## config.mk

```make
export PLATFORM = sky130hd
export DESIGN_NAME = tcp_udp_header_swapper_unit_flat
export DESIGN_NICKNAME = d
export VERILOG_FILES = /design/src/tusw_pkg.sv /design/src/tusw_in_if.sv /design/src/tusw_out_if.sv /design/src/tcp_udp_header_swapper_unit.sv /design/src/tusw_ram.sv /design/src/tusw_datapath.sv /design/src/tusw_ctrl.sv /design/src/flat_wrapper.sv
export VERILOG_INCLUDE_DIRS = /design/src /design/src/src
export SDC_FILE = /design/constraint.sdc
export NUM_CORES = 2
export LEC_CHECK = 0
export BUFFER_PORTS_ARGS = -buffer_cell sky130_fd_sc_hd__buf_2
export CELL_PAD_IN_SITES_DETAIL_PLACEMENT = 1
export CELL_PAD_IN_SITES_GLOBAL_PLACEMENT = 1
export CORE_MARGIN = 3
export CORE_UTILIZATION = 30
export CTS_CLUSTER_SIZE = 40
export DETAILED_ROUTE_END_ITERATION = 16
export PLACE_DENSITY_LB_ADDON = 0.15
export SYNTH_ARGS = -nofsm -noshare
export SYNTH_HDL_FRONTEND = slang
export SYNTH_SLANG_ARGS = --single-unit
```

## constraint.sdc

```tcl
create_clock -name i_clk -period 17.2 [get_ports i_clk]
set_input_delay 0.86 -clock i_clk [delete_from_list [all_inputs] [get_ports i_clk]]
set_output_delay 0.86 -clock i_clk [all_outputs]
set_load 0.05 [all_outputs]
```

## src/assert_macros.svh

```systemverilog
// Assertion macros shared by the header swapper RTL.
// Included by the files that carry concurrent checks.
`ifndef ASSERT_MACROS_SVH
`define ASSERT_MACROS_SVH

// Same-cycle implication, disabled while in reset
`define TUSW_ASSERT_IMP(lbl, clk, rst_n, ante, cons) \
    lbl: assert property (@(posedge clk) disable iff (!rst_n) (ante) |-> (cons)) \
        else $error("tusw: same-cycle check failed");

// Next-cycle implication, disabled while in reset
`define TUSW_ASSERT_NXT(lbl, clk, rst_n, ante, cons) \
    lbl: assert property (@(posedge clk) disable iff (!rst_n) (ante) |=> (cons)) \
        else $error("tusw: next-cycle check failed");

`endif

```

## src/tusw_pkg.sv

```systemverilog
`timescale 1ns / 1ps
// Types and constants for the TCP / UDP-form header swapper.
// No dependencies.
package tusw_pkg;

    localparam int DATA_W = 64;
    localparam int BV_W   = 4;
    localparam int RAM_W  = DATA_W + BV_W;

    localparam logic [15:0] ET_IPV4   = 16'h0800;
    localparam logic [15:0] ET_IPV6   = 16'h86DD;
    localparam logic [7:0]  PROTO_TCP = 8'd6;
    localparam logic [7:0]  PROTO_UDP = 8'd17;

    localparam int ETH_HDR   = 14;
    localparam int ET_OFFS   = 12;
    localparam int IPV4_MIN  = 20;
    localparam int IPV6_HDR  = 40;
    localparam int L4_BYTES  = 20;
    localparam int L3_SLOTS  = 9;
    localparam int L3_FIRST  = 2;
    localparam int L4_FIRST  = L3_FIRST + L3_SLOTS;
    localparam int SLOT_NUM  = L4_FIRST + L4_BYTES;

    localparam logic [4:0] LOAD_LAST     = 5'(SLOT_NUM - 1);
    localparam logic [4:0] ST_PROTO      = 5'd20;
    localparam logic [4:0] ST_CK_HI      = 5'd21;
    localparam logic [4:0] ST_CK_LO      = 5'd22;
    localparam logic [4:0] ST_LAST_V4    = ST_CK_LO;
    localparam logic [4:0] ST_LAST_V6    = ST_PROTO;
    localparam logic [3:0] MATH_LAST     = 4'd13;

    typedef enum logic [1:0] {
        KIND_NONE = 2'd0,
        KIND_T2U  = 2'd1,
        KIND_U2T  = 2'd2
    } t_kind;

    typedef struct packed {
        logic       wr_in;
        logic       first;
        logic       ld_cap;
        logic       st_phase;
        logic       st_wr;
        logic       decide;
        logic       math;
        logic [3:0] math_step;
        logic [4:0] step;
        logic       rd_flush;
        logic       fl_ld;
        logic       fl_last;
        logic       pass_ld;
    } t_cmd;

    typedef struct packed {
        t_kind dec_kind;
        logic  v4;
        logic  out_free;
    } t_sts;

    // byte offsets from the L3 base of the fields kept in L3 slots
    function automatic logic [3:0] l3_off(input logic [3:0] idx);
        logic [3:0] r;
        unique case (idx)
            4'd0:    r = 4'd0;
            4'd1:    r = 4'd2;
            4'd2:    r = 4'd3;
            4'd3:    r = 4'd4;
            4'd4:    r = 4'd5;
            4'd5:    r = 4'd6;
            4'd6:    r = 4'd9;
            4'd7:    r = 4'd10;
            4'd8:    r = 4'd11;
            default: r = 4'd0;
        endcase
        return r;
    endfunction

endpackage

```

## src/tusw_in_if.sv

```systemverilog
`timescale 1ns / 1ps
// Input channel of the header swapper: packet words with valid / ready.
// No dependencies.
interface tusw_in_if;
    logic        valid;
    logic        ready;
    logic [63:0] packet_word;
    logic [3:0]  bytes_valid;
    logic        last_word;
    logic [15:0] l3_protocol;
    logic        segmented;

    modport source (output valid, packet_word, bytes_valid, last_word, l3_protocol,
                    segmented, input ready);
    modport sink (input valid, packet_word, bytes_valid, last_word, l3_protocol,
                  segmented, output ready);
endinterface

```

## src/tusw_out_if.sv

```systemverilog
`timescale 1ns / 1ps
// Output channel of the header swapper: rewritten words with valid / ready.
// No dependencies.
interface tusw_out_if;
    logic        valid;
    logic        ready;
    logic [63:0] out_word;
    logic [3:0]  out_bytes_valid;
    logic        out_last;
    logic [1:0]  rewrite_kind;
    logic        verdict;

    modport source (output valid, out_word, out_bytes_valid, out_last, rewrite_kind,
                    verdict, input ready);
    modport sink (input valid, out_word, out_bytes_valid, out_last, rewrite_kind,
                  verdict, output ready);
endinterface

```

## src/tcp_udp_header_swapper_unit.sv

```systemverilog
// A packet's head (up to HEAD_WORDS words) is held until its last word or a full buffer,
// then parsed by 31 byte loads and one decision; a rewrite adds checksum steps and a
// RAM read and write per stored byte. Head words then leave one by one through the single
// RAM read port, held while the output stalls; later words of the same packet pass at one
// per cycle while the output accepts. Collection takes one word per cycle. Reset is
// synchronous, active low, clears control state; buffer contents stay undefined.
`timescale 1ns / 1ps
// Top level of the TCP / UDP-form header swapper.
// Depends on tusw_pkg, tusw_in_if, tusw_out_if, tusw_ctrl, tusw_datapath.
module tcp_udp_header_swapper_unit
    import tusw_pkg::*;
#(
    parameter int HEAD_WORDS = 16
) (
    input  logic       i_clk,
    input  logic       i_rst_n,
    tusw_in_if.sink    i_pkt,
    tusw_out_if.source o_res
);
    localparam int IW = (HEAD_WORDS > 1) ? $clog2(HEAD_WORDS) : 1;

    t_cmd          cmd;
    t_sts          sts;
    logic [IW-1:0] idx;
    logic          in_ready;

    assign i_pkt.ready = in_ready;

    tusw_ctrl #(.HEAD_WORDS(HEAD_WORDS)) u_ctrl (
        .i_clk      (i_clk),
        .i_rst_n    (i_rst_n),
        .i_in_valid (i_pkt.valid),
        .i_in_last  (i_pkt.last_word),
        .o_in_ready (in_ready),
        .o_cmd      (cmd),
        .o_idx      (idx),
        .i_sts      (sts)
    );

    tusw_datapath #(.HEAD_WORDS(HEAD_WORDS)) u_datapath (
        .i_clk         (i_clk),
        .i_rst_n       (i_rst_n),
        .i_cmd         (cmd),
        .i_idx         (idx),
        .i_packet_word (i_pkt.packet_word),
        .i_bytes_valid (i_pkt.bytes_valid),
        .i_last_word   (i_pkt.last_word),
        .i_l3_protocol (i_pkt.l3_protocol),
        .i_segmented   (i_pkt.segmented),
        .o_sts         (sts),
        .o_out         (o_res)
    );
endmodule

```

## src/tusw_ram.sv

```systemverilog
`timescale 1ns / 1ps
// Generic single-write, single-read RAM with registered read data.
// No dependencies.
module tusw_ram #(
    parameter int WIDTH = 68,
    parameter int DEPTH = 16
) (
    input  logic                                   i_clk,
    input  logic                                   i_we,
    input  logic [((DEPTH > 1) ? $clog2(DEPTH) : 1)-1:0] i_waddr,
    input  logic [WIDTH-1:0]                       i_wdata,
    input  logic [((DEPTH > 1) ? $clog2(DEPTH) : 1)-1:0] i_raddr,
    output logic [WIDTH-1:0]                       o_rdata
);
    logic [WIDTH-1:0] r_mem [DEPTH];
    logic [WIDTH-1:0] r_rdata;

    always_ff @(posedge i_clk) begin
        if (i_we) begin
            r_mem[i_waddr] <= i_wdata;
        end
        r_rdata <= r_mem[i_raddr];
    end

    assign o_rdata = r_rdata;
endmodule

```

## src/tusw_datapath.sv

```systemverilog
`timescale 1ns / 1ps
// Datapath: head buffer RAM, parse slots, decision, checksum ALU, output register.
// Depends on tusw_pkg, tusw_ram, tusw_out_if.
module tusw_datapath
    import tusw_pkg::*;
#(
    parameter int HEAD_WORDS = 16
) (
    input  logic                   i_clk,
    input  logic                   i_rst_n,
    input  t_cmd                   i_cmd,
    input  logic [((HEAD_WORDS > 1) ? $clog2(HEAD_WORDS) : 1)-1:0] i_idx,
    input  logic [63:0]            i_packet_word,
    input  logic [3:0]             i_bytes_valid,
    input  logic                   i_last_word,
    input  logic [15:0]            i_l3_protocol,
    input  logic                   i_segmented,
    output t_sts                   o_sts,
    tusw_out_if.source             o_out
);
    localparam int IW  = (HEAD_WORDS > 1) ? $clog2(HEAD_WORDS) : 1;
    localparam int AW0 = $clog2(HEAD_WORDS * 8 + 1);
    localparam int AW  = (AW0 > 8) ? AW0 : 8;

    logic [AW-1:0]   r_avail;
    logic            r_stop;
    logic [15:0]     r_held_proto;
    logic            r_held_seg;
    logic [7:0]      r_slot [SLOT_NUM];
    t_kind           r_kind;
    logic [31:0]     r_acc;
    logic [15:0]     r_len;
    logic [15:0]     r_ipck;
    logic [15:0]     r_ck;
    logic            r_out_valid;
    logic [63:0]     r_out_word;
    logic [3:0]      r_out_bv;
    logic            r_out_last;
    t_kind           r_out_kind;

    logic [3:0]      bv_c;
    logic [15:0]     et;
    logic            eth;
    logic [AW-1:0]   base;
    logic [15:0]     eff_et;
    logic            v4, v6;
    logic [3:0]      ihl;
    logic [AW-1:0]   ihl4;
    logic [AW-1:0]   t;
    logic [7:0]      l3proto;
    logic [3:0]      doff;
    logic            ok3, ok4, tcp_ok, udp_ok;
    t_kind           dec;
    logic [AW-1:0]   ld_addr, st_addr, baddr;
    logic [IW-1:0]   word_idx;
    logic [2:0]      lane;
    logic [RAM_W-1:0] rdata;
    logic [7:0]      rd_byte;
    logic [7:0]      st_byte;
    logic [63:0]     mod_word;
    logic            ram_we;
    logic [IW-1:0]   ram_waddr, ram_raddr;
    logic [RAM_W-1:0] ram_wdata;
    logic            is_tcp;
    logic [15:0]     n_len;
    logic [31:0]     n_acc;
    logic [16:0]     sum16;
    logic [32:0]     sum32;
    logic [15:0]     op16;
    logic [31:0]     op32;
    logic            out_free;

    tusw_ram #(.WIDTH(RAM_W), .DEPTH(HEAD_WORDS)) u_head_ram (
        .i_clk   (i_clk),
        .i_we    (ram_we),
        .i_waddr (ram_waddr),
        .i_wdata (ram_wdata),
        .i_raddr (ram_raddr),
        .o_rdata (rdata)
    );

    assign bv_c = (i_bytes_valid > 4'd8) ? 4'd8 : i_bytes_valid;

    // parse view of the loaded slots
    always_comb begin
        et      = {r_slot[0], r_slot[1]};
        eth     = (r_avail >= AW'(ETH_HDR)) && (et == ET_IPV4 || et == ET_IPV6);
        base    = eth ? AW'(ETH_HDR) : '0;
        eff_et  = eth ? et : r_held_proto;
        v4      = (eff_et == ET_IPV4);
        v6      = (eff_et == ET_IPV6);
        ihl     = r_slot[L3_FIRST][3:0];
        ihl4    = AW'({ihl, 2'b00});
        t       = v4 ? (base + ihl4) : (base + AW'(IPV6_HDR));
        l3proto = v4 ? r_slot[L3_FIRST + 6] : r_slot[L3_FIRST + 5];
        doff    = r_slot[L4_FIRST + 12][7:4];
        if (v4) begin
            ok3 = (base + AW'(IPV4_MIN) <= r_avail) && (ihl >= 4'd5) &&
                  (base + ihl4 <= r_avail);
        end else if (v6) begin
            ok3 = (base + AW'(IPV6_HDR) <= r_avail);
        end else begin
            ok3 = 1'b0;
        end
        ok4    = (t + AW'(L4_BYTES) <= r_avail);
        tcp_ok = (doff >= 4'd5) && (t + AW'({doff, 2'b00}) <= r_avail) &&
                 !r_slot[L4_FIRST + 13][5] && !r_held_seg;
        udp_ok = ({r_slot[L4_FIRST + 4], r_slot[L4_FIRST + 5]} >= 16'd8) && !r_held_seg;
        dec    = KIND_NONE;
        if (ok3 && ok4) begin
            if (l3proto == PROTO_TCP && tcp_ok) begin
                dec = KIND_T2U;
            end else if (l3proto == PROTO_UDP && udp_ok) begin
                dec = KIND_U2T;
            end
        end
    end

    // byte addresses of the load and store sequences
    always_comb begin
        if (i_cmd.step < 5'(L3_FIRST)) begin
            ld_addr = AW'(ET_OFFS) + AW'(i_cmd.step);
        end else if (i_cmd.step < 5'(L4_FIRST)) begin
            ld_addr = base + AW'(l3_off(4'(i_cmd.step - 5'(L3_FIRST))));
        end else begin
            ld_addr = t + AW'(i_cmd.step - 5'(L4_FIRST));
        end
        if (i_cmd.step < ST_PROTO) begin
            st_addr = t + AW'(i_cmd.step);
        end else if (i_cmd.step == ST_PROTO) begin
            st_addr = base + (v4 ? AW'(9) : AW'(6));
        end else if (i_cmd.step == ST_CK_HI) begin
            st_addr = base + AW'(10);
        end else begin
            st_addr = base + AW'(11);
        end
        baddr    = i_cmd.st_phase ? st_addr : ld_addr;
        word_idx = baddr[IW+2:3];
        lane     = baddr[2:0];
    end

    assign is_tcp  = (r_kind == KIND_T2U);
    assign rd_byte = rdata[63 - 8 * lane -: 8];

    // rewritten L4 header byte
    function automatic logic [7:0] l4_new(input logic [4:0] i, input logic tcp,
                                          input logic [7:0] c [SLOT_NUM],
                                          input logic [15:0] len, input logic [15:0] ck);
        logic [7:0] r;
        r = 8'h00;
        if (i < 5'd4) begin
            r = c[L4_FIRST + i];
        end else if (tcp) begin
            if (i == 5'd4)       r = len[15:8];
            else if (i == 5'd5)  r = len[7:0];
            else if (i == 5'd6)  r = ck[15:8];
            else if (i == 5'd7)  r = ck[7:0];
            else if (i < 5'd12)  r = c[L4_FIRST + 4 + i];
            else if (i < 5'd16)  r = c[L4_FIRST + i - 8];
            else                 r = c[L4_FIRST + i - 8];
        end else begin
            if (i < 5'd8)        r = c[L4_FIRST + 8 + i];
            else if (i < 5'd12)  r = c[L4_FIRST + 8 + i];
            else if (i < 5'd16)  r = c[L4_FIRST + i - 4];
            else if (i == 5'd16) r = ck[15:8];
            else if (i == 5'd17) r = ck[7:0];
            else                 r = 8'h00;
        end
        return r;
    endfunction

    always_comb begin
        if (i_cmd.step < ST_PROTO) begin
            st_byte = l4_new(i_cmd.step, is_tcp, r_slot, r_len, r_ck);
        end else if (i_cmd.step == ST_PROTO) begin
            st_byte = is_tcp ? PROTO_UDP : PROTO_TCP;
        end else if (i_cmd.step == ST_CK_HI) begin
            st_byte = r_ipck[15:8];
        end else begin
            st_byte = r_ipck[7:0];
        end
        mod_word = rdata[63:0];
        for (int k = 0; k < 8; k++) begin
            if (lane == 3'(k)) begin
                mod_word[63 - 8 * k -: 8] = st_byte;
            end
        end
    end

    assign ram_we    = i_cmd.wr_in | i_cmd.st_wr;
    assign ram_waddr = i_cmd.wr_in ? i_idx : word_idx;
    assign ram_wdata = i_cmd.wr_in ? {bv_c, i_packet_word} : {rdata[RAM_W-1:DATA_W], mod_word};
    assign ram_raddr = i_cmd.rd_flush ? i_idx : word_idx;

    // checksum ALU: one ones' complement load, add, fold or truncate per step
    always_comb begin
        if (is_tcp) begin
            n_len = v4 ? ({r_slot[L3_FIRST + 1], r_slot[L3_FIRST + 2]} - {10'd0, ihl, 2'b00})
                       : {r_slot[L3_FIRST + 3], r_slot[L3_FIRST + 4]};
        end else begin
            n_len = {r_slot[L4_FIRST + 4], r_slot[L4_FIRST + 5]};
        end
        op16 = '0;
        op32 = '0;
        case (i_cmd.math_step)
            4'd1:    op16 = is_tcp ? ~16'(PROTO_TCP) : ~16'(PROTO_UDP);
            4'd2:    op16 = is_tcp ? 16'(PROTO_UDP) : 16'(PROTO_TCP);
            4'd4:    op32 = is_tcp ? ~32'(PROTO_TCP) : ~32'(PROTO_UDP);
            4'd5:    op32 = is_tcp ? 32'(PROTO_UDP) : 32'(PROTO_TCP);
            4'd9:    op32 = is_tcp ? 32'hFFFF_FFFF : ~{16'd0, r_len};
            4'd10:   op32 = is_tcp ? {16'd0, r_len} : 32'd0;
            default: op32 = '0;
        endcase
        sum16 = {1'b0, r_acc[15:0]} + {1'b0, op16};
        sum32 = {1'b0, r_acc} + {1'b0, op32};
        case (i_cmd.math_step)
            4'd0:    n_acc = {16'd0, ~{r_slot[L3_FIRST + 7], r_slot[L3_FIRST + 8]}};
            4'd1, 4'd2: n_acc = {16'd0, sum16[15:0] + 16'(sum16[16])};
            4'd3:    n_acc = is_tcp ? {16'd0, ~{r_slot[L4_FIRST + 16], r_slot[L4_FIRST + 17]}}
                                    : {16'd0, ~{r_slot[L4_FIRST + 6], r_slot[L4_FIRST + 7]}};
            4'd4, 4'd5, 4'd9, 4'd10: n_acc = sum32[31:0] + 32'(sum32[32]);
            4'd6, 4'd7, 4'd11, 4'd12: n_acc = 32'(r_acc[15:0]) + 32'(r_acc[31:16]);
            4'd8:    n_acc = {16'd0, r_acc[15:0]};
            default: n_acc = r_acc;
        endcase
    end

    assign out_free = !r_out_valid || o_out.ready;

    always_ff @(posedge i_clk) begin
        if (!i_rst_n) begin
            r_avail      <= '0;
            r_stop       <= 1'b0;
            r_held_proto <= '0;
            r_held_seg   <= 1'b0;
            r_kind       <= KIND_NONE;
            r_out_valid  <= 1'b0;
        end else begin
            if (i_cmd.wr_in) begin
                if (i_cmd.first) begin
                    r_avail      <= AW'(bv_c);
                    r_stop       <= (bv_c < 4'd8);
                    r_held_proto <= i_l3_protocol;
                    r_held_seg   <= i_segmented;
                end else if (!r_stop) begin
                    r_avail <= r_avail + AW'(bv_c);
                    r_stop  <= (bv_c < 4'd8);
                end
            end
            if (i_cmd.decide) begin
                r_kind <= dec;
            end
            if (i_cmd.fl_ld || i_cmd.pass_ld) begin
                r_out_valid <= 1'b1;
            end else if (o_out.ready) begin
                r_out_valid <= 1'b0;
            end
        end
    end

    always_ff @(posedge i_clk) begin
        if (i_cmd.ld_cap) begin
            r_slot[i_cmd.step] <= rd_byte;
        end
        if (i_cmd.math) begin
            r_acc <= n_acc;
            if (i_cmd.math_step == 4'd0) begin
                r_len <= n_len;
            end
            if (i_cmd.math_step == 4'd3) begin
                r_ipck <= ~r_acc[15:0];
            end
            if (i_cmd.math_step == MATH_LAST) begin
                r_ck <= ~r_acc[15:0];
            end
        end
        if (i_cmd.fl_ld) begin
            r_out_word <= rdata[63:0];
            r_out_bv   <= rdata[RAM_W-1:DATA_W];
            r_out_last <= i_cmd.fl_last;
            r_out_kind <= r_kind;
        end else if (i_cmd.pass_ld) begin
            r_out_word <= i_packet_word;
            r_out_bv   <= bv_c;
            r_out_last <= i_last_word;
            r_out_kind <= r_kind;
        end
    end

    assign o_sts.dec_kind      = dec;
    assign o_sts.v4            = v4;
    assign o_sts.out_free      = out_free;
    assign o_out.valid           = r_out_valid;
    assign o_out.out_word        = r_out_word;
    assign o_out.out_bytes_valid = r_out_bv;
    assign o_out.out_last        = r_out_last;
    assign o_out.rewrite_kind    = r_out_kind;
    assign o_out.verdict         = (r_out_kind == KIND_T2U);
endmodule

```

## src/tusw_ctrl.sv

```systemverilog
`timescale 1ns / 1ps
// Controller: collect, load, decide, checksum, store, flush and pass sequencing.
// Depends on tusw_pkg and assert_macros.svh.
`include "assert_macros.svh"
module tusw_ctrl
    import tusw_pkg::*;
#(
    parameter int HEAD_WORDS = 16
) (
    input  logic i_clk,
    input  logic i_rst_n,
    input  logic i_in_valid,
    input  logic i_in_last,
    output logic o_in_ready,
    output t_cmd o_cmd,
    output logic [((HEAD_WORDS > 1) ? $clog2(HEAD_WORDS) : 1)-1:0] o_idx,
    input  t_sts i_sts
);
    localparam int IW  = (HEAD_WORDS > 1) ? $clog2(HEAD_WORDS) : 1;
    localparam int WCW = $clog2(HEAD_WORDS + 1);

    typedef enum logic [3:0] {
        S_COLLECT, S_LD_RD, S_LD_CAP, S_DECIDE, S_MATH,
        S_ST_RD, S_ST_WR, S_FL_RD, S_FL_CAP, S_PASS
    } t_state;

    t_state         r_state;
    logic [WCW-1:0] r_wc;
    logic [WCW-1:0] r_fn;
    logic [WCW-1:0] r_fi;
    logic [4:0]     r_step;
    logic [3:0]     r_ms;
    logic           r_last_in;
    logic           acc;
    logic [WCW-1:0] wc_inc;
    logic           fl_end;

    always_comb begin
        unique case (r_state)
            S_COLLECT: o_in_ready = 1'b1;
            S_PASS:    o_in_ready = i_sts.out_free;
            default:   o_in_ready = 1'b0;
        endcase
    end

    assign acc    = i_in_valid && o_in_ready;
    assign wc_inc = r_wc + WCW'(1);
    assign fl_end = (r_fi == r_fn - WCW'(1));

    always_comb begin
        o_cmd           = '0;
        o_cmd.wr_in     = (r_state == S_COLLECT) && acc;
        o_cmd.first     = (r_wc == '0);
        o_cmd.ld_cap    = (r_state == S_LD_CAP);
        o_cmd.st_phase  = (r_state == S_ST_RD) || (r_state == S_ST_WR);
        o_cmd.st_wr     = (r_state == S_ST_WR);
        o_cmd.decide    = (r_state == S_DECIDE);
        o_cmd.math      = (r_state == S_MATH);
        o_cmd.math_step = r_ms;
        o_cmd.step      = r_step;
        o_cmd.rd_flush  = (r_state == S_FL_RD) || (r_state == S_FL_CAP);
        o_cmd.fl_ld     = (r_state == S_FL_CAP) && i_sts.out_free;
        o_cmd.fl_last   = r_last_in && fl_end;
        o_cmd.pass_ld   = (r_state == S_PASS) && acc;
        o_idx           = (r_state == S_COLLECT) ? r_wc[IW-1:0] : r_fi[IW-1:0];
    end

    always_ff @(posedge i_clk) begin
        if (!i_rst_n) begin
            r_state   <= S_COLLECT;
            r_wc      <= '0;
            r_fn      <= '0;
            r_fi      <= '0;
            r_step    <= '0;
            r_ms      <= '0;
            r_last_in <= 1'b0;
        end else begin
            unique case (r_state)
                S_COLLECT: begin
                    if (acc) begin
                        if (i_in_last || wc_inc == WCW'(HEAD_WORDS)) begin
                            r_fn      <= wc_inc;
                            r_last_in <= i_in_last;
                            r_wc      <= '0;
                            r_step    <= '0;
                            r_state   <= S_LD_RD;
                        end else begin
                            r_wc <= wc_inc;
                        end
                    end
                end
                S_LD_RD: r_state <= S_LD_CAP;
                S_LD_CAP: begin
                    if (r_step == LOAD_LAST) begin
                        r_state <= S_DECIDE;
                    end else begin
                        r_step  <= r_step + 5'd1;
                        r_state <= S_LD_RD;
                    end
                end
                S_DECIDE: begin
                    r_fi   <= '0;
                    r_ms   <= '0;
                    r_step <= '0;
                    r_state <= (i_sts.dec_kind == KIND_NONE) ? S_FL_RD : S_MATH;
                end
                S_MATH: begin
                    if (r_ms == MATH_LAST) begin
                        r_state <= S_ST_RD;
                    end else begin
                        r_ms <= r_ms + 4'd1;
                    end
                end
                S_ST_RD: r_state <= S_ST_WR;
                S_ST_WR: begin
                    if (r_step == (i_sts.v4 ? ST_LAST_V4 : ST_LAST_V6)) begin
                        r_state <= S_FL_RD;
                    end else begin
                        r_step  <= r_step + 5'd1;
                        r_state <= S_ST_RD;
                    end
                end
                S_FL_RD: r_state <= S_FL_CAP;
                S_FL_CAP: begin
                    if (i_sts.out_free) begin
                        if (fl_end) begin
                            r_state <= r_last_in ? S_COLLECT : S_PASS;
                        end else begin
                            r_fi    <= r_fi + WCW'(1);
                            r_state <= S_FL_RD;
                        end
                    end
                end
                S_PASS: begin
                    if (acc && i_in_last) begin
                        r_state <= S_COLLECT;
                    end
                end
                default: r_state <= S_COLLECT;
            endcase
        end
    end

    `TUSW_ASSERT_IMP(a_store_needs_rewrite, i_clk, i_rst_n, r_state == S_ST_WR, i_sts.dec_kind != KIND_NONE)
    `TUSW_ASSERT_IMP(a_flush_in_range, i_clk, i_rst_n, r_state == S_FL_RD || r_state == S_FL_CAP, r_fi < r_fn)
    `TUSW_ASSERT_IMP(a_collect_bound, i_clk, i_rst_n, r_state == S_COLLECT, r_wc < WCW'(HEAD_WORDS))
    `TUSW_ASSERT_NXT(a_open_packet_passes, i_clk, i_rst_n, r_state == S_FL_CAP && i_sts.out_free && fl_end && !r_last_in, r_state == S_PASS)
endmodule

```

## src/flat_wrapper.sv

```systemverilog
// flat-port wrapper written by rule: the top's interface ports become plain ports
module tcp_udp_header_swapper_unit_flat import tusw_pkg::*;
#(
    parameter int HEAD_WORDS = 16
)
  (i_clk, i_rst_n, i_pkt_valid, i_pkt_packet_word, i_pkt_bytes_valid, i_pkt_last_word, i_pkt_l3_protocol, i_pkt_segmented, i_pkt_ready, o_res_valid, o_res_out_word, o_res_out_bytes_valid, o_res_out_last, o_res_rewrite_kind, o_res_verdict, o_res_ready);
  tusw_in_if i_pkt_i ();
  tusw_out_if o_res_i ();
  input  logic i_clk;
  input  logic i_rst_n;
  input wire logic [$bits(i_pkt_i.valid)-1:0] i_pkt_valid;
  input wire logic [$bits(i_pkt_i.packet_word)-1:0] i_pkt_packet_word;
  input wire logic [$bits(i_pkt_i.bytes_valid)-1:0] i_pkt_bytes_valid;
  input wire logic [$bits(i_pkt_i.last_word)-1:0] i_pkt_last_word;
  input wire logic [$bits(i_pkt_i.l3_protocol)-1:0] i_pkt_l3_protocol;
  input wire logic [$bits(i_pkt_i.segmented)-1:0] i_pkt_segmented;
  output wire logic [$bits(i_pkt_i.ready)-1:0] i_pkt_ready;
  output wire logic [$bits(o_res_i.valid)-1:0] o_res_valid;
  output wire logic [$bits(o_res_i.out_word)-1:0] o_res_out_word;
  output wire logic [$bits(o_res_i.out_bytes_valid)-1:0] o_res_out_bytes_valid;
  output wire logic [$bits(o_res_i.out_last)-1:0] o_res_out_last;
  output wire logic [$bits(o_res_i.rewrite_kind)-1:0] o_res_rewrite_kind;
  output wire logic [$bits(o_res_i.verdict)-1:0] o_res_verdict;
  input wire logic [$bits(o_res_i.ready)-1:0] o_res_ready;
  assign i_pkt_i.valid = i_pkt_valid;
  assign i_pkt_i.packet_word = i_pkt_packet_word;
  assign i_pkt_i.bytes_valid = i_pkt_bytes_valid;
  assign i_pkt_i.last_word = i_pkt_last_word;
  assign i_pkt_i.l3_protocol = i_pkt_l3_protocol;
  assign i_pkt_i.segmented = i_pkt_segmented;
  assign i_pkt_ready = i_pkt_i.ready;
  assign o_res_valid = o_res_i.valid;
  assign o_res_out_word = o_res_i.out_word;
  assign o_res_out_bytes_valid = o_res_i.out_bytes_valid;
  assign o_res_out_last = o_res_i.out_last;
  assign o_res_rewrite_kind = o_res_i.rewrite_kind;
  assign o_res_verdict = o_res_i.verdict;
  assign o_res_i.ready = o_res_ready;
  tcp_udp_header_swapper_unit #(.HEAD_WORDS(HEAD_WORDS)) u_core (.i_clk(i_clk), .i_rst_n(i_rst_n), .i_pkt(i_pkt_i), .o_res(o_res_i));
endmodule
```

==> results.md <==
* Most common cell in the netlist: edfxtp_1
* Layout cell share with drive strength beyond 1 at 20.4%
* Cell taking the most area after synthesis: edfxtp_1
* # DRC at 0
* Htree depth at 4
* Largest net degree at the start of global routing at 120
* Global route total overflow at 0
* Hold Vio Cnt, Final at 0
* Final Cycle Share at 46.7%
* Setup TNS at 0 ps
* Leakage at 27.5 nW
* Vias at 43800
* CP endpoint kind: flip-flop
* Post-synthesis async set-or-reset flop share at 0%
* Final wirelength at 248 mm
* First-pass GRT wire length at 354 mm
* CTS buffer count at 178
* CP startpoint kind: flip-flop
* Average wire per standard cell at 29.9 µm
* Ys Warns at 0
* Initial core utilization at 30.3%
* Initial DRC Count at 3428
* Post-synthesis cell area at 73100 µm²
* Post-CTS setup buffers at 0
* Seq/Total Area, Yosys at 64.5%
* Die area at 250000 µm²
* Final Slew Violations at 0
* Vias in the first global route at 46400
* Worst Hold Class: input port to flip-flop
* Library cells used by synthesis at 105
* Site Rows at 180
* Synthesized Nets at 4960
* Max-slew headroom at 13.7%
* Die Y at 500 µm
* Max Root-Sink Buffers at 3
* Critical path class: flip-flop to flip-flop
* RSZ-0062 raised after global routing: no
* Hold-fix buffers at CTS at 0
* Flops & latches, synth at 1613
* Crit path required time at 17880 ps
* Largest cells by area after synthesis: edfxtp_1, mux4_2, mux2i_1
* Crit path max fanout at 44
* Core Area at 241000 µm²
* Worst-Skew Late Latency at 860 ps
* Crit path DAT at 8710 ps
* Post-synthesis cell count at 4715
* Gates resized, CTS repair at 0
* Area share of the largest cell type after synthesis at 61.1%
* Peak supply drop at 0.0913 mV
* Post-route ant nets at 0
* Vias/cell at 5.29
* Fin Clk Skew at 63.0 ps
* Avg Inst Size Synth at 15.5 µm²
* Worst-path clk slew at 60 ps
* Root Buffer: clkbuf_16
* Status: finished clean
* Post-synth EDFFs at 1487
* Final net count at 5184
* MaxCap Viol Count at 0
* Placer Congestion at 0.838
* Post-DP HPWL at 158 mm
* Final setup viols at 0
* CTS tree: done
* Worst-margin pin slew at 1290 ps
* Area Overhead vs Synth at 15.1%
* Die Span X at 500 µm
* Filler cells at 24900
* Pre-antenna DRT Iters at 5
* # port buffers at 163
* Clock sinks at 1613
* Global Route Usage Sum at 19.6%
* Top FF cell, synth: edfxtp_1
* # IOs at 164
* Initial antenna violation count at 15
* Most frequent cells after synthesis: edfxtp_1, nand2_1, mux4_2
* Total chip power at 0.00867 W
* Pwr dens at 103 nW/µm²
* Fmax at 0.124 GHz
* Tmin final at 8030 ps
[metal layers]
| layer | vias up | wire [µm] | track usage (%) |
|---|---|---|---|
| met5 | - | 13 | 0 |
| met3 | 295 | 9190 | 2.37 |
| met1 | 23500 | 111000 | 26.8 |
| met4 | 2 | 6160 | 4.90 |
| met2 | 985 | 122000 | 33.2 |
| li1 | 19100 | - | - |
[where the power goes]
group	switching [W]	internal, W
clock network	0.00165	0.00215
registers	0.0000471	0.00442
logic	0.000295	0.000106
total	0.00200	0.00667
[worst paths after layout]
path	from	endpoint	slack [ps]	cells past startpoint
max	u_core.u_datapath.et[1]	u_core.u_datapath.u_head_ram.o_rdata[9]	9170	22
min	i_pkt_l3_protocol[7]	u_core.u_datapath.r_held_proto[7]	280	3
max reg2reg	u_core.u_datapath.et[1]	u_core.u_datapath.u_head_ram.o_rdata[9]	9170	22
min reg2reg	u_core.u_datapath.r_held_proto[12]	u_core.u_datapath.r_held_proto[12]	470	2
[metrics by stage]
stage                     utilization [%]  setup slack (ps)  std cells  instance area, µm²  hold WS [ps]
after floorplan                         -              9290       4715               73100           438
after global placement               32.4              9160       7944               78300           457
after detailed placement             32.4              9030       7944               78300           469
after CTS                            34.8              8980       8278               84100           218
after global routing                 34.8              8410       8281               84100           240
final                                34.9              9170       8283               84100           282
[cells in the final DEF, fill, tap and decap left out, types with 48 or more instances in the layout]
cell type     n
o21ai_0     126
a21o_1       48
clkbuf_16   179
edfxtp_1   1487
nand2_1     549
clkbuf_1     56
inv_1        80
mux2i_1     314
nor2_1      169
buf_4       114
dfxtp_1     125
buf_2       163
xor2_1       53
xnor2_1      72
nand3_1      68
mux4_2      364
a21oi_1     184
ha_1        143
[final cells by class]
type	instances	area [µm²]	area share (%)
flip-flops and latches	1613	47200	56.1
multi-input cells	2785	25100	29.9
clock buffers	250	4900	5.82
well taps	3185	3990	4.74
repair buffers	278	1690	2.01
clock inverters	84	950	1.13
inverters	83	312	0.370
diodes	5	12.5	0.0149
[critical path: stages (launching register included)]
cell and delay [ps]:
edfxtp_1 380, or4_1 610, a211oi_2 290, o21ai_1 120, buf_4 210, inv_1 430
ha_1 290, fa_1 490, nor2_1 140, nor2_1 130, ha_1 360, xor2_1 160
nor2_1 90, a211oi_1 50, o21ai_1 160, o21ai_0 270, a21oi_4 280, buf_4 670
buf_4 800, buf_4 830, mux4_2 600, mux2i_1 190, mux2i_1 100
[registers in the layout, summed over array words and instances, names as in the netlist, 4 cells and up]
register,flops
u_core.u_datapath.r_avail,8
u_core.u_datapath.r_ck,16
u_core.u_datapath.et,16
u_core.u_datapath.o_out.out_bytes_valid,4
u_core.u_datapath.r_ipck,16
u_core.u_datapath.doff,4
u_core.u_datapath.r_len,16
u_core.u_ctrl.r_wc,5
u_core.u_ctrl.r_ms,4
u_core.u_ctrl.r_fn,5
u_core.u_datapath.r_held_proto,16
u_core.u_datapath.r_slot,224
u_core.u_ctrl.r_state,4
u_core.u_datapath.ihl,4
u_core.u_datapath.o_out.out_word,64
u_core.u_datapath.r_acc,32
u_core.u_datapath.u_head_ram.o_rdata,68
u_core.u_ctrl.r_step,5
u_core.u_datapath.u_head_ram.r_mem,1088
u_core.u_ctrl.r_fi,5
[cells by family (layout without fill, tap and decap cells)]
group           Yosys count  count (layout)  synth area share, %
compound gates          726             726                 6.81
other cells               0               5                    0
xor+xnor                132             132                 1.65
fa+ha+maj               156             156                 2.78
mux                     691             691                 15.7
buf+inv                 317             695                 1.79
flops                  1613            1613                 64.5
simple gates           1080            1080                 6.76
Note: power is estimated with default switching activity, not from simulation.
